[src/rtl/bxd2_pkg.sv]
`timescale 1ns / 1ps
// ----------------------------------------------------------------------------
// bxd2_pkg
// Shared types and constants of the 2x2 box-filter downscaler.
// ----------------------------------------------------------------------------
package bxd2_pkg;

    // Default size limits (top-level parameter defaults)
    localparam int DEF_MAX_WIDTH  = 1024;
    localparam int DEF_MAX_HEIGHT = 4096;

    // Register field widths and reset values
    localparam int FRAME_WIDTH_W   = 11;
    localparam int FRAME_HEIGHT_W  = 13;
    localparam int CFG_DATA_W      = 13;
    localparam int CFG_INDEX_W     = 1;
    localparam logic [FRAME_WIDTH_W-1:0]  FRAME_WIDTH_RST  = 11'd640;
    localparam logic [FRAME_HEIGHT_W-1:0] FRAME_HEIGHT_RST = 13'd480;

    // Register indexes
    localparam logic [CFG_INDEX_W-1:0] REG_FRAME_WIDTH  = 1'd0;
    localparam logic [CFG_INDEX_W-1:0] REG_FRAME_HEIGHT = 1'd1;

    // Smallest usable frame dimension
    localparam int MIN_SIZE = 2;

    // Pixel and sum widths
    localparam int PIX_W   = 8;
    localparam int PAIR_W  = 9;
    localparam int TOTAL_W = 10;

    // Depth of the queue between front and back
    localparam int QUEUE_DEPTH = 4;

    // Operation handed from front to back (line-store slot travels beside it)
    typedef struct packed {
        logic              emit;   // 1: odd row, add to stored sum and emit
        logic              last;   // final block of the frame
        logic [PAIR_W-1:0] sum;    // horizontal pair sum
    } bxd2_op_t;

endpackage

[src/rtl/box_downscale_2x2_core.sv]
`timescale 1ns / 1ps
// ----------------------------------------------------------------------------
// box_downscale_2x2_core
// 2x2 box-filter downscaler for 8-bit grey frames in raster order.
// ----------------------------------------------------------------------------
// Takes one source pixel per clock and emits one pixel per 2x2 source block,
// the truncated mean of its four pixels, with tlast on the final block of the
// frame. Throughput is one pixel per clock: the front takes a pixel at every
// edge while the four-entry queue has room, and the back end, whose
// single-port line store takes one write or one read per cycle, sees at most
// one operation per two pixels. The operation of a completed block passes
// through the queue, the stage-1 registers and the output register before
// its word is presented. Even rows only fill the line store (MAX_WIDTH/2
// entries of 9-bit pair sums); odd rows produce output. With an odd width
// the last column is dropped, with an odd height the last row. frame_width
// and frame_height are saturated to [2, MAX_WIDTH] and [2, MAX_HEIGHT];
// write them only while the block is idle. The line store has no reset
// pass, so the block is ready right after reset.
// ----------------------------------------------------------------------------
module box_downscale_2x2_core
    import bxd2_pkg::*;
#(
    parameter int MAX_WIDTH  = DEF_MAX_WIDTH,
    parameter int MAX_HEIGHT = DEF_MAX_HEIGHT
) (
    input  logic                   aclk,
    input  logic                   aresetn,
    // configuration write port
    input  logic                   cfg_wr_en,
    input  logic [CFG_INDEX_W-1:0] cfg_index,
    input  logic [CFG_DATA_W-1:0]  cfg_wdata,
    // source pixels
    input  logic                   s_tvalid,
    output logic                   s_tready,
    input  logic [7:0]             s_tdata,   // [7:0] pixel_value
    // averaged pixels
    output logic                   m_tvalid,
    input  logic                   m_tready,
    output logic [7:0]             m_tdata,   // [7:0] averaged_pixel
    output logic                   m_tlast    // frame_last
);

    localparam int LINE_DEPTH = (MAX_WIDTH / 2 > 1) ? MAX_WIDTH / 2 : 1;
    localparam int SLOT_W     = (LINE_DEPTH > 1) ? $clog2(LINE_DEPTH) : 1;
    localparam int OP_W       = $bits(bxd2_op_t);
    localparam int Q_W        = SLOT_W + OP_W;

    logic              q_full, q_empty, op_push, q_pop;
    bxd2_op_t          op_data, head_op;
    logic [SLOT_W-1:0] op_slot, head_slot;
    logic [Q_W-1:0]    push_word, head_word;

    bxd2_front #(
        .MAX_WIDTH  (MAX_WIDTH),
        .MAX_HEIGHT (MAX_HEIGHT),
        .SLOT_W     (SLOT_W)
    ) u_front (
        .aclk      (aclk),
        .aresetn   (aresetn),
        .cfg_wr_en (cfg_wr_en),
        .cfg_index (cfg_index),
        .cfg_wdata (cfg_wdata),
        .s_tvalid  (s_tvalid),
        .s_tready  (s_tready),
        .s_pixel   (s_tdata[PIX_W-1:0]),
        .q_full    (q_full),
        .op_push   (op_push),
        .op_data   (op_data),
        .op_slot   (op_slot)
    );

    // Pack operation and slot into one queue word
    assign push_word = {op_slot, op_data};
    assign head_slot = head_word[Q_W-1:OP_W];
    assign head_op   = head_word[OP_W-1:0];

    bxd2_queue #(
        .DATA_W (Q_W)
    ) u_queue (
        .aclk      (aclk),
        .aresetn   (aresetn),
        .push      (op_push),
        .push_data (push_word),
        .full      (q_full),
        .pop       (q_pop),
        .empty     (q_empty),
        .head_data (head_word)
    );

    bxd2_back #(
        .LINE_DEPTH (LINE_DEPTH),
        .SLOT_W     (SLOT_W)
    ) u_back (
        .aclk     (aclk),
        .aresetn  (aresetn),
        .q_empty  (q_empty),
        .q_op     (head_op),
        .q_slot   (head_slot),
        .q_pop    (q_pop),
        .m_tvalid (m_tvalid),
        .m_tready (m_tready),
        .m_pixel  (m_tdata),
        .m_tlast  (m_tlast)
    );

endmodule

[src/rtl/bxd2_front.sv]
`timescale 1ns / 1ps
// ----------------------------------------------------------------------------
// bxd2_front
// Accepts source pixels, tracks the raster position, forms horizontal pair
// sums and classifies each pair as a line-store write or a block output.
// ----------------------------------------------------------------------------
module bxd2_front
    import bxd2_pkg::*;
#(
    parameter int MAX_WIDTH  = DEF_MAX_WIDTH,
    parameter int MAX_HEIGHT = DEF_MAX_HEIGHT,
    parameter int SLOT_W     = 9
) (
    input  logic                   aclk,
    input  logic                   aresetn,
    // configuration
    input  logic                   cfg_wr_en,
    input  logic [CFG_INDEX_W-1:0] cfg_index,
    input  logic [CFG_DATA_W-1:0]  cfg_wdata,
    // pixel input
    input  logic                   s_tvalid,
    output logic                   s_tready,
    input  logic [PIX_W-1:0]       s_pixel,
    // operation output to queue
    input  logic                   q_full,
    output logic                   op_push,
    output bxd2_op_t               op_data,
    output logic [SLOT_W-1:0]      op_slot
);

    localparam int CW     = (MAX_WIDTH > 2) ? $clog2(MAX_WIDTH) : 1;
    localparam int RW     = (MAX_HEIGHT > 2) ? $clog2(MAX_HEIGHT) : 1;
    localparam int WCW_A  = $clog2(MAX_WIDTH + 1);
    localparam int HCW_A  = $clog2(MAX_HEIGHT + 1);
    localparam int WCW    = (WCW_A > FRAME_WIDTH_W) ? WCW_A : FRAME_WIDTH_W;
    localparam int HCW    = (HCW_A > FRAME_HEIGHT_W) ? HCW_A : FRAME_HEIGHT_W;

    logic [FRAME_WIDTH_W-1:0]  frame_width_reg;
    logic [FRAME_HEIGHT_W-1:0] frame_height_reg;
    logic [CW-1:0]             col_reg, col_next;
    logic [RW-1:0]             row_reg, row_next;
    logic [PIX_W-1:0]          pair_reg;

    logic [WCW-1:0] fw, w_eff, w_even, col_x, col_inc;
    logic [HCW-1:0] fh, h_eff, h_even, row_x, row_inc;
    logic           accept, in_frame;

    // Write configuration registers
    always_ff @(posedge aclk) begin
        if (!aresetn) begin
            frame_width_reg  <= FRAME_WIDTH_RST;
            frame_height_reg <= FRAME_HEIGHT_RST;
        end else if (cfg_wr_en) begin
            unique case (cfg_index)
                REG_FRAME_WIDTH:  frame_width_reg  <= cfg_wdata[FRAME_WIDTH_W-1:0];
                REG_FRAME_HEIGHT: frame_height_reg <= cfg_wdata[FRAME_HEIGHT_W-1:0];
                default: ;
            endcase
        end
    end

    // Saturate frame size to the supported range
    always_comb begin
        fw = WCW'(frame_width_reg);
        fh = HCW'(frame_height_reg);
        if (fw < WCW'(MIN_SIZE))       w_eff = WCW'(MIN_SIZE);
        else if (fw > WCW'(MAX_WIDTH)) w_eff = WCW'(MAX_WIDTH);
        else                           w_eff = fw;
        if (fh < HCW'(MIN_SIZE))        h_eff = HCW'(MIN_SIZE);
        else if (fh > HCW'(MAX_HEIGHT)) h_eff = HCW'(MAX_HEIGHT);
        else                            h_eff = fh;
        w_even = {w_eff[WCW-1:1], 1'b0};
        h_even = {h_eff[HCW-1:1], 1'b0};
    end

    assign s_tready = !q_full;
    assign accept   = s_tvalid && s_tready;

    // Classify the current pixel
    always_comb begin
        col_x    = WCW'(col_reg);
        row_x    = HCW'(row_reg);
        in_frame = (col_x < w_even) && (row_x < h_even);
        op_push      = accept && in_frame && col_reg[0];
        op_data.emit = row_reg[0];
        op_data.sum  = PAIR_W'(pair_reg) + PAIR_W'(s_pixel);
        op_data.last = (row_x == h_even - HCW'(1)) && (col_x == w_even - WCW'(1));
        op_slot      = SLOT_W'(col_reg >> 1);
    end

    // Advance the raster position, wrap at the frame bounds
    always_comb begin
        col_inc = col_x + WCW'(1);
        row_inc = row_x;
        if (col_inc >= w_eff) begin
            col_inc = '0;
            row_inc = row_x + HCW'(1);
        end
        if (row_inc >= h_eff) row_inc = '0;
        col_next = CW'(col_inc);
        row_next = RW'(row_inc);
    end

    always_ff @(posedge aclk) begin
        if (!aresetn) begin
            col_reg  <= '0;
            row_reg  <= '0;
            pair_reg <= '0;
        end else if (accept) begin
            col_reg <= col_next;
            row_reg <= row_next;
            if (in_frame && !col_reg[0]) pair_reg <= s_pixel;
        end
    end

endmodule

[src/rtl/bxd2_queue.sv]
`timescale 1ns / 1ps
// ----------------------------------------------------------------------------
// bxd2_queue
// Short first-in first-out queue of operations between front and back.
// ----------------------------------------------------------------------------
module bxd2_queue
    import bxd2_pkg::*;
#(
    parameter int DATA_W = 20
) (
    input  logic              aclk,
    input  logic              aresetn,
    input  logic              push,
    input  logic [DATA_W-1:0] push_data,
    output logic              full,
    input  logic              pop,
    output logic              empty,
    output logic [DATA_W-1:0] head_data
);

    localparam int PW = $clog2(QUEUE_DEPTH);
    localparam int NW = $clog2(QUEUE_DEPTH + 1);

    logic [DATA_W-1:0] entry_reg [QUEUE_DEPTH];
    logic [PW-1:0]     wr_ptr_reg, rd_ptr_reg;
    logic [NW-1:0]     count_reg, count_next;

    assign full      = (count_reg == NW'(QUEUE_DEPTH));
    assign empty     = (count_reg == '0);
    assign head_data = entry_reg[rd_ptr_reg];

    // Track fill level
    always_comb begin
        count_next = count_reg;
        if (push && !pop)      count_next = count_reg + NW'(1);
        else if (pop && !push) count_next = count_reg - NW'(1);
    end

    always_ff @(posedge aclk) begin
        if (!aresetn) begin
            wr_ptr_reg <= '0;
            rd_ptr_reg <= '0;
            count_reg  <= '0;
        end else begin
            count_reg <= count_next;
            if (push) wr_ptr_reg <= wr_ptr_reg + PW'(1);
            if (pop)  rd_ptr_reg <= rd_ptr_reg + PW'(1);
        end
    end

    // Store pushed words
    always_ff @(posedge aclk) begin
        if (push) entry_reg[wr_ptr_reg] <= push_data;
    end

endmodule

[src/rtl/bxd2_back.sv]
`timescale 1ns / 1ps
// ----------------------------------------------------------------------------
// bxd2_back
// Executes queued operations against the line store and produces the
// averaged output pixels through a registered output stage.
// ----------------------------------------------------------------------------
module bxd2_back
    import bxd2_pkg::*;
#(
    parameter int LINE_DEPTH = 512,
    parameter int SLOT_W     = 9
) (
    input  logic              aclk,
    input  logic              aresetn,
    // queue head
    input  logic              q_empty,
    input  bxd2_op_t          q_op,
    input  logic [SLOT_W-1:0] q_slot,
    output logic              q_pop,
    // result output
    output logic              m_tvalid,
    input  logic              m_tready,
    output logic [PIX_W-1:0]  m_pixel,
    output logic              m_tlast
);

    logic [PAIR_W-1:0] line_mem [LINE_DEPTH];

    logic              s1_valid_reg;
    logic [PAIR_W-1:0] s1_above_reg;
    logic [PAIR_W-1:0] s1_sum_reg;
    logic              s1_last_reg;
    logic              out_valid_reg;
    logic [PIX_W-1:0]  out_pixel_reg;
    logic              out_last_reg;

    logic              s2_adv, s1_adv;
    logic [TOTAL_W-1:0] total;

    assign s2_adv = !out_valid_reg || m_tready;
    assign s1_adv = !s1_valid_reg || s2_adv;
    assign q_pop  = !q_empty && s1_adv;

    // Line store: write even-row pair sums, read the sum above on odd rows
    always_ff @(posedge aclk) begin
        if (q_pop) begin
            if (q_op.emit) s1_above_reg <= line_mem[q_slot];
            else           line_mem[q_slot] <= q_op.sum;
        end
    end

    // Stage 1: hold the read-side operation beside the memory data
    always_ff @(posedge aclk) begin
        if (!aresetn) begin
            s1_valid_reg <= 1'b0;
        end else if (s1_adv) begin
            s1_valid_reg <= q_pop && q_op.emit;
        end
    end

    always_ff @(posedge aclk) begin
        if (q_pop && q_op.emit) begin
            s1_sum_reg  <= q_op.sum;
            s1_last_reg <= q_op.last;
        end
    end

    // Stage 2: add the two pair sums, divide by four
    assign total = TOTAL_W'(s1_above_reg) + TOTAL_W'(s1_sum_reg);

    always_ff @(posedge aclk) begin
        if (!aresetn) begin
            out_valid_reg <= 1'b0;
        end else if (s2_adv) begin
            out_valid_reg <= s1_valid_reg;
        end
    end

    always_ff @(posedge aclk) begin
        if (s2_adv && s1_valid_reg) begin
            out_pixel_reg <= total[TOTAL_W-1:2];
            out_last_reg  <= s1_last_reg;
        end
    end

    assign m_tvalid = out_valid_reg;
    assign m_pixel  = out_pixel_reg;
    assign m_tlast  = out_last_reg;

endmodule
[config.mk]
export PLATFORM = sky130hd
export DESIGN_NAME = box_downscale_2x2_core
export DESIGN_NICKNAME = d
export VERILOG_FILES = /design/src/rtl/bxd2_pkg.sv /design/src/rtl/box_downscale_2x2_core.sv /design/src/rtl/bxd2_front.sv /design/src/rtl/bxd2_queue.sv /design/src/rtl/bxd2_back.sv
export SDC_FILE = /design/constraint.sdc
export NUM_CORES = 2
export LEC_CHECK = 0
export BUFFER_PORTS_ARGS = -buffer_cell sky130_fd_sc_hd__buf_4
export CORE_ASPECT_RATIO = 0.9
export CORE_MARGIN = 4
export CORE_UTILIZATION = 30
export DETAILED_ROUTE_END_ITERATION = 10
export PLACE_DENSITY = 0.54
export SETUP_SLACK_MARGIN = 0.15
export SLEW_MARGIN = 15
export SYNTH_ARGS = -nofsm -noshare
export SYNTH_HDL_FRONTEND = slang
export SYNTH_MEMORY_MAX_BITS = 65536
export SYNTH_SLANG_ARGS = --single-unit
[constraint.sdc]
create_clock -name aclk -period 5.8 [get_ports aclk]
set_input_delay 0.29 -clock aclk [delete_from_list [all_inputs] [get_ports aclk]]
set_output_delay 0.29 -clock aclk [all_outputs]
set_load 0.1 [all_outputs]
Word-level counts from Yosys, hierarchy flattened
Memory sizes are Yosys's and may differ from the RTL's. A register that Yosys moved wholly into a read port is not among the register bits.
Index checks and enable logic that the tools add are counted.
Word-level totals
  memory bits (writable): 4688
  word-level logic and storage cells: 80
  output and inout port bits: 11
  memories: 2
  register bits after elaboration: 82
Operators by class
  bitwise logic cells: 1
  reduce and logical (&&, ||, !) cells: 26
  order comparisons: 8
  muxes and demuxes: 16
  add/subtract/negate cells: 10
  equality and inequality tests: 3
Memory list
  u_back.line_mem: words 512, bits a word 9, rd ports 1, clocked after memory_dff 1, write ports 1, line bxd2_back.sv:27  | logic [PAIR_W-1:0] line_mem [LINE_DEPTH];
  u_queue.entry_reg: words 4, bits a word 20, rd ports 1, clocked after memory_dff 1, write ports 1, line bxd2_queue.sv:24  | logic [DATA_W-1:0] entry_reg [QUEUE_DEPTH];
Operators with widths (count)
  $mux W13: 3
  $mux W11: 2
  $add A12 B1 Y13 const B: 1
  $eq A12 B13 Y1: 1
  $ge A13 B13 Y1: 1
  $gt A13 B13 Y1 const B: 1
  $lt A12 B13 Y1: 1
  $lt A13 B2 Y1 const B: 1
  $sub A13 B1 Y13 const B: 1
  $mux W12: 1
  $add A10 B1 Y11 const B: 1
  $eq A10 B11 Y1: 1
  $ge A11 B11 Y1: 1
  $gt A11 B11 Y1 const B: 1
  $logic_and A1 B1 Y1: 11
  $lt A10 B11 Y1: 1
  $lt A11 B2 Y1 const B: 1
  $sub A11 B1 Y11 const B: 1
  $add A9 B9 Y10: 1
  $mux W10: 1
  $add A8 B8 Y9: 1
  $reduce_and A2 Y1: 4
  $logic_not A1 Y1: 7
  $mux W3: 2
  other kinds (10): 17

Logic depth before layout (Yosys ltp)
  depth in word-level cells: 11
  depth in mapped cells: 29
  depth with buffers taken out: 26

Cells and area by module
A second synthesis with hierarchy kept.
Second synthesis, totals
  cell total of the unflattened synthesis: 9139
  area, all modules: 187883.9 um^2
By module, submodules not included
  bxd2_back: area an instance 179644.8 um^2, times used 1, sequential area each 139253.6 um^2, cells each 8346
  bxd2_front: area an instance 4908.5 um^2, times used 1, sequential area each 1081.0 um^2, cells each 646
  bxd2_queue: area an instance 3330.7 um^2, times used 1, sequential area each 2582.5 um^2, cells each 147

Worst setup path after synthesis
Ideal clock, no wire load.
  path type: reg2reg
  from: register (tool-made name)
  to: memory u_back.line_mem[0][0] (data pin)
  library setup time: 0.904 ns
  data required time: 4.896 ns
  period minus slack after synthesis: 5.815 ns
  arrival time: 4.910 ns
  slack: -0.015 ns
  stages on the path, launching flop included: 5
  path through: dfxtp_1 buf_6 buf_2 buf_1 mux4_2
RTL lines (line)
  end, declared: bxd2_back.sv:27

==> impl_metrics.csv <==
group,metric,value,unit
cts,clk_pin_slew,0.06,ns
pwr,p_seq_share,40.9,%
pwr,p_leak,70.2,nW
pwr,power.total,105,mW
global_routing,grtUsageTotal,18.1,%
timing,slew_headroom,6.90,%
route,routed_wl,599,mm
critical_path,crit_arrival,6.25,ns
timing,finalCriticalPeriod,5.49,ns
synth,synth_ff_type,"edfxtp_1",
pwr,clock_power_share,28.3,%
worst_hold_path,hp-class,"in -> reg",
route,vias_per_cell,5.31,
final_layout,mostFrequentLayoutCells,"edfxtp_1, nand2_1, nand3_1",
cts,cts_buffers,461,
route,postRouteAntennaNets,0,
timing,min_period_over_period,94.6,%
pwr,p_per_area,481,mW/mm2
synth,synth.area.top_cells,"edfxtp_1, mux4_2, nand2_1, nand3_1, nor2_1",
global_routing,grt_pass1_wl,838,mm
pwr,swShare,34.9,%
cts,clkSinkCount,4781,
critical_path,cp_data_required_time,6.57,ns
die,fp-row-count,275,
final_layout,nets,12200,
synth,ys_warn_count,0,
synth,syn_area,0.188,mm2
timing,clock_skew,0.0586,ns
synth,synth_cell_types,67,
final_layout,largest_reg_flops,4608,
synth,syn_inst,11400,
timing,whs,0.112,ns
placed_design,portBuffers,37,
cts,clk_latency,1.07,ns
pwr,p_int,68.6,mW
final_layout,final_layout_size_suffix_gt1_share,18.2,%
status,status,"complete, no violations",
die,die_h,759,um
pwr,pwr-share-comb,30.8,%
synth,seq_area_frac_synth,76.0,%
cts,cts_tree,"yes",
timing,rsz0062_at_grt,"yes",
route,detail_route.first_pass.iterations,7,
run,maxCapViolCount,0,
final_layout,areaGrowthSynthToFinish,16.4,%
global_routing,grt_max_degree,197,
placed_design,dpl.hpwl,374,mm
route,wire_per_inst,28.8,um
timing,fmax,182,MHz
placed_design,gp_congestion,0.886,
final_layout,final_common_cell,"edfxtp_1",
synth,synth_seq_cells,4781,
critical_path,critPathCaptureType,"flip-flop",
timing,final-setup-viol-count,0,
timing,finalHoldViolations,0,
die,floorplan.die_area,0.639,mm2
route,drtIter0Drc,15400,
cts,ctsHtreeMaxLevel,5,
synth,async_flop_share,0,%
die,ios,38,
synth,synth_top_area_share,75.4,%
die,chipWidth,842,um
synth,synth_area_leader_cell,"edfxtp_1",
synth,synth_area_per_cell,16.4,um2
pwr,ir_worst_vdd,0.349,mV
die,core_area,0.624,mm2
critical_path,worstSetupStartpointType,"flip-flop",
route,route.vias.total,110000,
synth,syn_nets,11500,
global_routing,grt_pass1_vias,104000,
route,drc,0,
critical_path,crit_type,"reg -> reg",
critical_path,critPathMaxFanout,49,
pwr,netSwitchingPower,36.7,mW
timing,tightest_slew,1.40,ns
die,initial_core_util,30.1,%
global_routing,globalRoute.totalOverflow,0,
synth,synth_edf_count,4716,
cts,cts-root-buf,"clkbuf_16",
cts,cts_buffer_depth,4,
global_routing,grt_antenna_before_repair,48,
timing,drv_slew,0,
## layout make-up
cell class | count | area, um2
clock inverter | 295 | 2630
fill | 58900 | 405000
multi-input combinational | 5894 | 42300
timing repair buffer | 912 | 8310
inverter | 26 | 97.6
sequential | 4781 | 143000
clock buffer | 559 | 12000
tap | 8310 | 10400
antenna | 36 | 90.1
## path summary, 6_finish.rpt
kind                       endpoint  slack, ns          startpoint  cells after the start
min reg2reg          u_back.m_tlast       0.44  u_back.s1_last_reg                      0
max          u_back.s1_above_reg[6]       0.31           flip-flop                     13
min                 u_back.m_tvalid       0.11            m_tready                      4
max reg2reg  u_back.s1_above_reg[6]       0.31           flip-flop                     13
## per-layer routing
layer	track usage, %	share of wire, %
met5	0	0.014
met4	5.00	3.0
met3	3.69	10
met2	26.9	44
met1	26.8	43
## power by group through the flow
| stage | registers (mW) | clock network [mW] | logic, mW |
|---|---|---|---|
| floorplan | 44.8 | 0 | 16.9 |
| global placement | 43.8 | 0 | 31.9 |
| detailed placement | 43.8 | 0 | 32.2 |
| CTS | 43.0 | 30.2 | 32.3 |
| global route | 43.0 | 31.7 | 33.9 |
| finish | 43.1 | 29.8 | 32.5 |
## repair_timing
item / CTS / global route
endpoints found under the hold margin: 90 / 0
hold buffers: 69 / 0
endpoints found under the setup margin: 2 / 18
resized for setup: 0 / 15
buffers inserted: 0 / 3
pin swaps: 1 / 7
## Yosys cell counts (84+ instances only)
| master | instances |
|---|---|
| nand4_1 | 84 |
| mux4_2 | 686 |
| nand2_1 | 2125 |
| a311oi_1 | 85 |
| clkbuf_1 | 361 |
| edfxtp_1 | 4716 |
| buf_2 | 224 |
| a22oi_1 | 203 |
| buf_1 | 113 |
| mux2i_1 | 100 |
| nor2_1 | 610 |
| nand3_1 | 926 |
| a21oi_1 | 155 |
| and3_1 | 106 |
| a31oi_1 | 180 |
## worst max-delay path, stage by stage (launching register included)
cell,delay [ns]
dfxtp_2,0.61
mux4_4,1.01
buf_12,0.29
buf_12,0.19
buf_12,0.20
and2_1,0.22
a211oi_1,0.21
a311oi_1,0.08
a31oi_1,0.30
a31oi_1,0.25
nor4_1,0.81
nand2_1,0.39
nor4_1,0.33
nand4_1,0.11
## stage by stage
| step | TNS [ns] | utilization [%] | instance area, um2 | instances | setup WS, ns |
|---|---|---|---|---|---|
| after floorplan | -67.78 | - | 188000 | 11400 | -0.0147 |
| after global placement | -0.569 | 32.6 | 203000 | 19800 | -0.166 |
| after detailed placement | 0 | 32.6 | 203000 | 19900 | 0.164 |
| after CTS | 0 | 35.0 | 219000 | 20800 | 0.152 |
| after global routing | 0 | 35.1 | 219000 | 20800 | 0.106 |
| final | 0 | 35.1 | 219000 | 20800 | 0.311 |
## logic make-up after synthesis
kind of cell | count (synthesis) | synth area share [%]
and+or+nand+nor | 4044 | 9.21
muxes | 792 | 8.79
buffers and inverters | 754 | 1.74
xor gates and xnor gates | 56 | 0.261
AOI/OAI and AO/OA | 932 | 3.48
DFF | 4781 | 76.0
adders and majority gates | 70 | 0.474
(Power assumes the default switching activity.)
